<file path="src/rtl/core/sat_pkg.sv">
// ============================================================================
// sat_pkg
// Shared types and constants for the security-association table with a
// per-association anti-replay window.
// ============================================================================
`default_nettype none

package sat_pkg;

    localparam int SLOTS  = 8;
    localparam int SLOT_W = (SLOTS > 1) ? $clog2(SLOTS) : 1;
    localparam int SEQ_W  = 32;
    localparam int SPI_W  = 32;
    localparam int WIN_W  = 32;
    localparam int ENTRY_W = SEQ_W + WIN_W;

    localparam logic [SPI_W-1:0] SPI_START_RST = 32'd256;

    localparam logic [2:0] ST_ACCEPT = 3'd0;
    localparam logic [2:0] ST_REPLAY = 3'd1;
    localparam logic [2:0] ST_NOSA   = 3'd2;
    localparam logic [2:0] ST_FULL   = 3'd3;
    localparam logic [2:0] ST_DONE   = 3'd4;

    localparam logic REG_SPI_START = 1'b0;

    typedef enum logic [1:0] {
        CMD_CHECK  = 2'd0,
        CMD_CREATE = 2'd1,
        CMD_REMOVE = 2'd2
    } t_cmd;

    typedef enum logic [1:0] {
        S_IDLE = 2'b01,
        S_EXEC = 2'b10
    } t_state;

    typedef struct packed {
        logic              set;
        logic [SLOT_W-1:0] set_slot;
        logic [SPI_W-1:0]  set_spi;
        logic              clr;
        logic [SLOT_W-1:0] clr_slot;
    } t_tbl_upd;

    typedef struct packed {
        logic              hit;
        logic [SLOT_W-1:0] hit_slot;
        logic              free;
        logic [SLOT_W-1:0] free_slot;
    } t_tbl_look;

    typedef struct packed {
        logic             accept;
        logic [SEQ_W-1:0] high;
        logic [WIN_W-1:0] window;
    } t_rpl;

endpackage

`default_nettype wire

</file>
<file path="src/rtl/core/sat_ram.sv">
// ============================================================================
// sat_ram
// Generic single-write, single-read synchronous RAM with registered read.
// ============================================================================
`default_nettype none

module sat_ram #(
    parameter int WIDTH = 64,
    parameter int DEPTH = 8
) (
    input  wire logic                                  i_clk,
    input  wire logic                                  i_we,
    input  wire logic [$clog2(DEPTH > 1 ? DEPTH : 2)-1:0] i_waddr,
    input  wire logic [WIDTH-1:0]                      i_wdata,
    input  wire logic                                  i_re,
    input  wire logic [$clog2(DEPTH > 1 ? DEPTH : 2)-1:0] i_raddr,
    output logic      [WIDTH-1:0]                      o_rdata
);

    logic [WIDTH-1:0] r_mem [DEPTH];

    always_ff @(posedge i_clk) begin
        if (i_we) begin
            r_mem[i_waddr] <= i_wdata;
        end
        if (i_re) begin
            o_rdata <= r_mem[i_raddr];
        end
    end

endmodule

`default_nettype wire

</file>
<file path="src/rtl/core/sat_match.sv">
// ============================================================================
// sat_match
// Slot valid bits and SPI tags with a parallel SPI match and a lowest free
// slot search.
// ============================================================================
`default_nettype none

module sat_match (
    input  wire logic                     i_clk,
    input  wire logic                     i_rst_n,
    input  wire logic [sat_pkg::SPI_W-1:0] i_spi,
    input  wire sat_pkg::t_tbl_upd        i_upd,
    output sat_pkg::t_tbl_look            o_look
);

    logic [sat_pkg::SLOTS-1:0] r_valid;
    logic [sat_pkg::SPI_W-1:0] r_tag [sat_pkg::SLOTS];
    logic [sat_pkg::SLOTS-1:0] hit_vec;

    always_ff @(posedge i_clk) begin
        if (!i_rst_n) begin
            r_valid <= '0;
        end else begin
            if (i_upd.clr) begin
                r_valid[i_upd.clr_slot] <= 1'b0;
            end
            if (i_upd.set) begin
                r_valid[i_upd.set_slot] <= 1'b1;
            end
        end
    end

    always_ff @(posedge i_clk) begin
        if (i_upd.set) begin
            r_tag[i_upd.set_slot] <= i_upd.set_spi;
        end
    end

    always_comb begin
        for (int s = 0; s < sat_pkg::SLOTS; s++) begin
            hit_vec[s] = r_valid[s] && (r_tag[s] == i_spi);
        end
    end

    always_comb begin
        o_look = '0;
        for (int s = sat_pkg::SLOTS - 1; s >= 0; s--) begin
            if (hit_vec[s]) begin
                o_look.hit      = 1'b1;
                o_look.hit_slot = sat_pkg::SLOT_W'(s);
            end
            if (!r_valid[s]) begin
                o_look.free      = 1'b1;
                o_look.free_slot = sat_pkg::SLOT_W'(s);
            end
        end
    end

endmodule

`default_nettype wire

</file>
<file path="src/rtl/core/sat_replay.sv">
// ============================================================================
// sat_replay
// Sliding-window replay rule: updates the highest sequence number and the
// window of one association for one packet.
// ============================================================================
`default_nettype none

module sat_replay (
    input  wire logic [sat_pkg::SEQ_W-1:0] i_seq,
    input  wire logic [sat_pkg::SEQ_W-1:0] i_high,
    input  wire logic [sat_pkg::WIN_W-1:0] i_window,
    output sat_pkg::t_rpl                  o_rpl
);

    logic [sat_pkg::SEQ_W-1:0] ahead;
    logic [sat_pkg::SEQ_W-1:0] behind;
    logic                      newer;

    assign ahead  = i_seq - i_high;
    assign behind = i_high - i_seq;
    assign newer  = i_seq > i_high;

    always_comb begin
        o_rpl.accept = 1'b0;
        o_rpl.high   = i_high;
        o_rpl.window = i_window;
        if (newer) begin
            o_rpl.accept = 1'b1;
            o_rpl.high   = i_seq;
            if (ahead[sat_pkg::SEQ_W-1:5] != '0) begin
                o_rpl.window = {{(sat_pkg::WIN_W-1){1'b0}}, 1'b1};
            end else begin
                o_rpl.window = (i_window << ahead[4:0]) | sat_pkg::WIN_W'(1);
            end
        end else if (behind[sat_pkg::SEQ_W-1:5] == '0 && !i_window[behind[4:0]]) begin
            o_rpl.accept = 1'b1;
            o_rpl.window = i_window | (sat_pkg::WIN_W'(1) << behind[4:0]);
        end
    end

endmodule

`default_nettype wire

</file>
<file path="src/rtl/core/ipsec_sa_table_antireplay.sv">
// ============================================================================
// ipsec_sa_table_antireplay
// Inbound security-association table with a 32-bit anti-replay window per
// association, plus create and remove commands.
// ============================================================================
// The SPI match and free-slot search run in the accept cycle and address the
// window memory, whose registered read returns the highest sequence number
// and window in the next cycle; the result is computed from them and written
// back when the transaction finishes. The block takes one transaction at a
// time, and a finished result waits in the output register while the next
// transaction is accepted. There is no clearing pass after reset.
`default_nettype none

module ipsec_sa_table_antireplay (
    input  wire logic        i_clk,
    input  wire logic        i_rst_n,
    input  wire logic        i_valid,
    output logic             o_stall,
    input  wire logic [1:0]  i_command,
    input  wire logic [31:0] i_spi,
    input  wire logic [31:0] i_seq_number,
    input  wire logic [2:0]  i_slot_index,
    output logic             o_valid,
    input  wire logic        i_stall,
    output logic [2:0]       o_status,
    output logic [2:0]       o_slot_found,
    output logic [31:0]      o_spi_out,
    input  wire logic        psel,
    input  wire logic        penable,
    input  wire logic        pwrite,
    input  wire logic [2:0]  paddr,
    input  wire logic [31:0] pwdata,
    output logic [31:0]      prdata,
    output logic             pready
);

    sat_pkg::t_state    r_state, n_state;
    sat_pkg::t_tbl_look look;
    sat_pkg::t_tbl_upd  upd;
    sat_pkg::t_rpl      rpl;

    logic [1:0]                  r_cmd;
    logic [sat_pkg::SPI_W-1:0]   r_spi;
    logic [sat_pkg::SEQ_W-1:0]   r_seq;
    logic [2:0]                  r_idx;
    logic                        r_hit;
    logic                        r_free;
    logic [sat_pkg::SLOT_W-1:0]  r_slot;

    logic [sat_pkg::SPI_W-1:0]   r_spi_start;
    logic [sat_pkg::SPI_W-1:0]   r_next_spi;

    logic                        r_out_valid;
    logic [2:0]                  r_status, n_status;
    logic [2:0]                  r_slot_found, n_slot_found;
    logic [31:0]                 r_spi_out, n_spi_out;

    logic                        accept;
    logic                        finish;
    logic                        cfg_wr;
    logic                        ram_we;
    logic [sat_pkg::ENTRY_W-1:0] ram_wdata;
    logic [sat_pkg::ENTRY_W-1:0] ram_rdata;

    assign pready  = 1'b1;
    assign cfg_wr  = psel && penable && pwrite && pready && (paddr[2] == sat_pkg::REG_SPI_START);
    assign prdata  = (paddr[2] == sat_pkg::REG_SPI_START) ? r_spi_start : '0;

    assign o_stall = (r_state != sat_pkg::S_IDLE);
    assign accept  = i_valid && !o_stall;
    assign finish  = (r_state == sat_pkg::S_EXEC) && (!r_out_valid || !i_stall);

    always_comb begin
        n_state = r_state;
        unique case (r_state)
            sat_pkg::S_IDLE: begin
                if (accept) begin
                    n_state = sat_pkg::S_EXEC;
                end
            end
            sat_pkg::S_EXEC: begin
                if (finish) begin
                    n_state = sat_pkg::S_IDLE;
                end
            end
            default: n_state = sat_pkg::S_IDLE;
        endcase
    end

    sat_match u_match (
        .i_clk   (i_clk),
        .i_rst_n (i_rst_n),
        .i_spi   (i_spi),
        .i_upd   (upd),
        .o_look  (look)
    );

    sat_ram #(
        .WIDTH (sat_pkg::ENTRY_W),
        .DEPTH (sat_pkg::SLOTS)
    ) u_win_ram (
        .i_clk   (i_clk),
        .i_we    (ram_we),
        .i_waddr (r_slot),
        .i_wdata (ram_wdata),
        .i_re    (accept),
        .i_raddr (look.hit_slot),
        .o_rdata (ram_rdata)
    );

    sat_replay u_replay (
        .i_seq    (r_seq),
        .i_high   (ram_rdata[sat_pkg::ENTRY_W-1:sat_pkg::WIN_W]),
        .i_window (ram_rdata[sat_pkg::WIN_W-1:0]),
        .o_rpl    (rpl)
    );

    always_comb begin
        upd          = '0;
        upd.set_slot = r_slot;
        upd.set_spi  = r_next_spi;
        upd.clr_slot = sat_pkg::SLOT_W'(r_idx);
        ram_we       = 1'b0;
        ram_wdata    = '0;
        n_status     = sat_pkg::ST_DONE;
        n_slot_found = '0;
        n_spi_out    = '0;
        unique case (r_cmd)
            sat_pkg::CMD_CHECK: begin
                if (r_hit) begin
                    n_status     = rpl.accept ? sat_pkg::ST_ACCEPT : sat_pkg::ST_REPLAY;
                    n_slot_found = 3'(r_slot);
                    n_spi_out    = r_spi;
                    ram_we       = finish && rpl.accept;
                    ram_wdata    = {rpl.high, rpl.window};
                end else begin
                    n_status = sat_pkg::ST_NOSA;
                end
            end
            sat_pkg::CMD_CREATE: begin
                if (r_free) begin
                    n_slot_found = 3'(r_slot);
                    n_spi_out    = r_next_spi;
                    upd.set      = finish;
                    ram_we       = finish;
                end else begin
                    n_status = sat_pkg::ST_FULL;
                end
            end
            sat_pkg::CMD_REMOVE: begin
                upd.clr = finish && (32'(r_idx) < 32'(sat_pkg::SLOTS));
            end
            default: begin
                n_status = sat_pkg::ST_DONE;
            end
        endcase
    end

    always_ff @(posedge i_clk) begin
        if (!i_rst_n) begin
            r_state     <= sat_pkg::S_IDLE;
            r_out_valid <= 1'b0;
            r_spi_start <= sat_pkg::SPI_START_RST;
            r_next_spi  <= sat_pkg::SPI_START_RST;
        end else begin
            r_state <= n_state;
            if (finish) begin
                r_out_valid <= 1'b1;
            end else if (!i_stall) begin
                r_out_valid <= 1'b0;
            end
            if (cfg_wr) begin
                r_spi_start <= pwdata;
                r_next_spi  <= pwdata;
            end else if (upd.set) begin
                r_next_spi <= r_next_spi + 32'd1;
            end
        end
    end

    always_ff @(posedge i_clk) begin
        if (accept) begin
            r_cmd  <= i_command;
            r_spi  <= i_spi;
            r_seq  <= i_seq_number;
            r_idx  <= i_slot_index;
            r_hit  <= look.hit;
            r_free <= look.free;
            r_slot <= (i_command == sat_pkg::CMD_CHECK) ? look.hit_slot : look.free_slot;
        end
        if (finish) begin
            r_status     <= n_status;
            r_slot_found <= n_slot_found;
            r_spi_out    <= n_spi_out;
        end
    end

    assign o_valid      = r_out_valid;
    assign o_status     = r_status;
    assign o_slot_found = r_slot_found;
    assign o_spi_out    = r_spi_out;

endmodule

`default_nettype wire

</file>
<file path="config.mk">
export PLATFORM = sky130hd
export DESIGN_NAME = ipsec_sa_table_antireplay
export DESIGN_NICKNAME = d
export VERILOG_FILES = /design/src/rtl/core/sat_pkg.sv /design/src/rtl/core/sat_ram.sv /design/src/rtl/core/sat_match.sv /design/src/rtl/core/sat_replay.sv /design/src/rtl/core/ipsec_sa_table_antireplay.sv
export SDC_FILE = /design/constraint.sdc
export NUM_CORES = 2
export LEC_CHECK = 0
export BUFFER_PORTS_ARGS = -buffer_cell sky130_fd_sc_hd__buf_2
export CAP_MARGIN = 20
export CORE_MARGIN = 3
export CORE_UTILIZATION = 62
export CTS_BUF_LIST = sky130_fd_sc_hd__clkbuf_16
export DETAILED_ROUTE_END_ITERATION = 10
export PLACE_DENSITY = 0.9
export SKIP_LAST_GASP = 1
export SYNTH_ARGS = -nofsm -noshare
export SYNTH_HDL_FRONTEND = slang
export SYNTH_HIERARCHICAL = 1
export SYNTH_SLANG_ARGS = --single-unit
</file>
<file path="constraint.sdc">
create_clock -name i_clk -period 9.8 [get_ports i_clk]
set_input_delay 1.96 -clock i_clk [delete_from_list [all_inputs] [get_ports i_clk]]
set_output_delay 1.96 -clock i_clk [all_outputs]
set_load 0.005 [all_outputs]
</file>
# Yosys cells after proc, flatten, opt, wreduce, memory -nomap -nowiden

Memories as Yosys holds them, arrays and structs flattened. A register that Yosys moved wholly into a read port is not among the register bits.
Cells that the tools add are included.

Register bits: 187
Memory bits (writable): 768
Input bits: 111
Output and inout port bits: 73
Logic and storage cells: 140
Memories kept: 2

$add $sub $neg: 3
Order comparisons: 6
Equal/unequal tests: 16
Shifts and indexed selects: 2
Muxes and demuxes: 61
Bitwise logic cells: 5
Reductions and logical operators: 30

Memory list:

| memory          | words | bits a word | rd ports | clocked after memory_dff | wr ports | line            | source |
|---|---|---|---|---|---|---|---|
| u_win_ram.r_mem | 8     | 64          | 1        | 1                        | 1        | sat_ram.sv:20   | `logic [WIDTH-1:0] r_mem [DEPTH];` |
| u_match.r_tag   | 8     | 32          | 8        | 0                        | 1        | sat_match.sv:17 | `logic [sat_pkg::SPI_W-1:0] r_tag [sat_pkg::SLOTS];` |

Operators by type and width:

| cell                                                       | number |
|---|---|
| 2-to-1 mux 32 bit                                          | 9 |
| == test 32 bit                                             | 8 |
| 2-to-1 mux 64 bit                                          | 2 |
| case mux 32 bit (2 select lines)                           | 1 |
| subtractor 32 bit                                          | 2 |
| 2-to-1 mux 3 bit                                           | 18 |
| adder 32 x 1 -> 32 bit, second input constant              | 1 |
| > comparator 32 bit                                        | 1 |
| bitwise OR 32 bit                                          | 1 |
| << shifter 1 x 5 -> 32 bit, first input constant           | 1 |
| << shifter 32 x 5 -> 32 bit                                | 1 |
| zero test 27 bit                                           | 1 |
| nonzero test 27 bit                                        | 1 |
| 2-to-1 mux 8 bit                                           | 3 |
| logical AND 1 bit                                          | 17 |
| 2-to-1 mux 1 bit                                           | 16 |
| case mux 3 bit (2 select lines)                            | 2 |
| bitwise AND 8 bit                                          | 1 |
| less-than comparator 3 x 4 -> 1 bit, second input constant | 2 |
| 2-to-1 mux 4 bit                                           | 2 |
| inverter 8 bit                                             | 1 |
| bitwise OR 8 bit                                           | 1 |
| AND reduction 7 bit                                        | 1 |
| OR reduction 7 bit                                         | 1 |
| other kinds (17)                                           | 29 |

# Logic depth before layout (Yosys ltp)

Word-level depth: 12
Depth in mapped cells: 21
Depth with buffers taken out: 18

# By module

Netlist, hierarchy kept.

Modules (own cells, without submodules):

| module                    | instances | cells an instance | area each (µm²) | seq. area each (µm²) |
|---|---|---|---|---|
| sat_ram                   | 1         | 816               | 21187.8         | 17296.6 |
| sat_match                 | 1         | 716               | 11339.6         | 7847.5 |
| ipsec_sa_table_antireplay | 1         | 656               | 7457.2          | 4704.5 |
| sat_replay                | 1         | 1147              | 7170.6          | 0.0 |

# Least setup slack after synthesis

No wires, ideal clock.

Path type: flip-flop to flip-flop
Start point: reg u_win_ram.o_rdata[32], read port of u_win_ram.r_mem
End point: mem u_win_ram.r_mem[0][0], enable pin
Library setup time: 0.565 ns
Arrival: 8.209 ns
Data required time: 9.235 ns
Setup slack: 1.026 ns
Cell stages (with the launch flop): 20
Buffers on the path: 3
Clock period less this slack: 8.774 ns
Path through: edfxtp_1 > inv_1 > ha_1 > inv_1 > fa_1 > xnor2_1 > mux4_2 > o22ai_1 > a211oi_1 > a2111oi_0 > and3_1 > buf_4 > and3_1 > buf_6 > buf_8 > or2_2 > a21oi_1 > nor2_1 > nand2b_1 > nor3_1

RTL lines:

| element         | line          | source |
|---|---|---|
| start, declared | sat_ram.sv:17 | `output logic [WIDTH-1:0] o_rdata` |
| end, declared   | sat_ram.sv:20 |  |

==> flow_summary.yaml <==
setup_path:
  crit_path_end: "u_win_ram/r_mem[5][33]"
  crit_required_ns: 10.08
  rr_endpoint: "u_win_ram/r_mem[5][33]"
  cp-startpoint: "u_win_ram/o_rdata[46]"
  r2r-start: "u_win_ram/o_rdata[46]"
  endpoint_kind: "register"
  crit_fanout: 42
  critPathLaunchType: "register"
  ff2ff_setup_slack_ns: 2.37
  worstSetupPathType: "register to register"
  ff2ff_path_depth: 16
  arrival_ns: 7.71
clock_network:
  clock_latency_ns: 0.68
  cts_setup_buffers: 0
  clkSinkCount: 1019
  cts_tree: "done"
  max-clock-path-buffers: 3
  htreeDepth: 3
  cts-root-buf: "clkbuf_16"
  clk_transition_reported_paths_ns: 0.06
  cts.repair.resized: 0
  cts_buffers: 97
  hold_buffers: 0
pwr:
  seqPwrFrac_pct: 51.3
  leakagePower_nw: 17.3
  p_switching_w: 0.00231
  irDropWorstVdd_mv: 0.168
  clock_power_share_pct: 39.1
  comb_power_share_pct: 9.6
  powerDensity_mw_per_mm2: 181
  internal-power_w: 0.00711
  p_sw_share_pct: 24.5
synth:
  synth-main-ff-cell: "edfxtp_1"
  synthCells: 3335
  async_reset_ff_share_pct: 0
  synth_edf_count: 944
  syn_area_sq_mm: 0.0472
  ys_seq_area_share_pct: 63.3
  synth_area_per_cell_sq_um: 14.1
  synth_area_leaders: "edfxtp_1 60%, mux4_2 6.6%, xnor2_1 4.6%, dfxtp_1 3.2%, nand2_1 2.1%"
  synthTopCellsByCount: "944 x edfxtp_1, 265 x nand2_1, 246 x xnor2_1, 174 x a21oi_1, 149 x o21ai_0"
  synth_warnings: 6
  ys_ff_latch: 1019
  yosysTopAreaCellShare_pct: 60.1
  synth_most_common_cell: "edfxtp_1"
  synth_top_area_cell: "edfxtp_1"
  syn-num-nets: 3512
  ys_types: 98
finish:
  num-nets-final: 3644
  fill_cells: 4771
  final_area_sq_mm: 0.0520
  areaGrowthSynthToFinish_pct: 10.2
  num_antenna_cells: 0
  drive_gt1_share_pct: 18.2
detailed_routing:
  postRouteAntennaNets: 0
  drtIter0Drc: 3923
  drt-total-wl_um: 124000
  first_pass_iters: 6
  wl_per_cell_um: 27.4
  drcViolationCount: 0
  via_count: 30106
  via_per_inst: 6.67
placement:
  dpl_cell_area_sq_mm: 0.0488
  globalplace.congestion: 0.952
  dp_hpwl_um: 77500
  port-buffer-count: 180
die:
  fp.dieW_um: 282
  fp-row-count: 100
  io_pins: 184
  die_height_um: 282
  die_area_sq_mm: 0.0794
  initial_core_util_pct: 62.9
  core_region_area_sq_mm: 0.0749
grt:
  grtUsageMet3_pct: 5.20
  met1_usage_pct: 40.2
  grt-busiest-layer: "met2"
  use_met2_pct: 52.3
  track_usage_pct: 31.1
  grt_pass1_wl_um: 183000
  grt_pass1_vias: 29509
  antenna_found_initial: 1
  grt_max_degree: 140
  gr-total-overflow: 0
sta:
  hold_viol: 0
  finalSetupTns_ns: 0
  relSlewSlack_pct: 22.2
  rsz0062_at_grt: "false"
  slew_violations: 0
  tightest_slew_ns: 1.16
  skew_ns: 0.0317
  setup_viol: 0
  min_period_ns: 7.43
  fmax_ghz: 0.135
  period_share_pct: 75.8
run:
  maxCapViolCount: 0
worst_hold_path:
  min_from: "r_spi_start[18]"
  hold_path_class: "register to register"
outcome:
  status: "finished clean"
[cell type report]
class                      count  area [sq um]  area share (%)
clock buffer                  99          2480            4.77
multi-input combinational   2030         16100            31.0
inverter                     101           379           0.730
clock inverter                78           664            1.28
sequential                  1019         29800            57.4
timing repair buffer         218          1260            2.43
tap                          969          1210            2.33
[stage by stage]
step           instances  hold slack, ns  utilization, %  setup WS [ns]  total power [W]
2_1_floorplan       3335           0.432               -           1.03          0.00551
3_3_place_gp        4335           0.438            65.1           2.76          0.00578
3_5_place_dp        4335           0.442            65.1           2.69          0.00579
4_1_cts             4512           0.451            69.3           2.57          0.00942
5_1_grt             4514           0.466            69.3           2.17          0.00967
6_report            4514           0.449            69.3           2.37          0.00941
[critical path: stages (launching register included)]
cell and delay (ns):
edfxtp_1 0.42, ha_1 0.79, nand4_2 0.28, nor3_2 0.41, a221oi_1 0.19, and2_1 0.21, a311o_1 0.30, or4_1 0.50
nor4_2 0.30, and3_1 0.41, and3_1 0.77, or2_2 0.28, a21oi_1 0.07, nor2_1 0.16, nand2_1 0.24, nor2_4 0.82
buf_4 0.78
[cells by family after synthesis]
group                      Yosys count  synth area share [%]
adders and majority gates           66                  1.78
buffers and inverters              286                  2.99
and+or+nand+nor                    830                  9.00
xor gates and xnor gates           308                  5.78
muxes                              258                  9.35
DFF                               1019                  63.3
AOI/OAI and AO/OA                  567                  7.78
other                                1               0.00795
[placed cells by master (no fill, tap or decap), drive strengths merged, types with 16 or more instances in the layout]
cell      n
mux2     81
dfxtp    75
edfxtp  944
nor3     44
o21a     23
inv     121
nand2   265
nor2b    46
clkinv   38
xor2     58
mux4    138
nor2    122
and3     16
nand4   101
xnor2   250
ha       64
and2     76
clkbuf   99
mux2i    39
a211oi   29
nand3    53
nor4     37
a22o     32
o21ai   155
a41o     16
buf     218
a21oi   176
a21o     17
[layer usage]
metal / routed length [um] / vias up
met1: 45100 / 14921
met4: 5930 / 0
met5: 0 / -
met3: 11200 / 365
met2: 61600 / 1868
li1: - / 12952
[power by group through the flow]
| stage | Combinational (W) | Sequential (W) | Clock [W] |
|---|---|---|---|
| 6_report | 0.000902 | 0.00483 | 0.00368 |
| 4_1_cts | 0.000876 | 0.00483 | 0.00371 |
| 5_1_grt | 0.000961 | 0.00483 | 0.00388 |
| 2_1_floorplan | 0.000614 | 0.00490 | 0 |
| 3_3_place_gp | 0.000858 | 0.00492 | 0 |
| 3_5_place_dp | 0.000869 | 0.00492 | 0 |
[flip-flops by register name, indices dropped and copies added, names as in the netlist, 3 cells and up]
register / count
r_seq: 32
u_win_ram/o_rdata: 64
o_slot_found: 3
r_slot: 3
r_idx: 3
u_match/r_tag: 256
r_spi_start: 32
r_spi: 32
u_win_ram/r_mem: 512
u_match/r_valid: 8
o_spi_out: 32
r_next_spi: 32
o_status: 3
[worst min-delay path by stage]
stage	end	slack [ns]	depth (start not counted)
floorplan	r_spi_start[0]	0.43	2
global placement	r_spi_start[27]	0.44	2
detailed placement	r_spi_start[4]	0.44	2
CTS	r_spi_start[18]	0.45	2
global route	r_spi_start[0]	0.47	2
finish	r_spi_start[18]	0.45	2
Note: power is estimated with default switching activity, not from simulation.
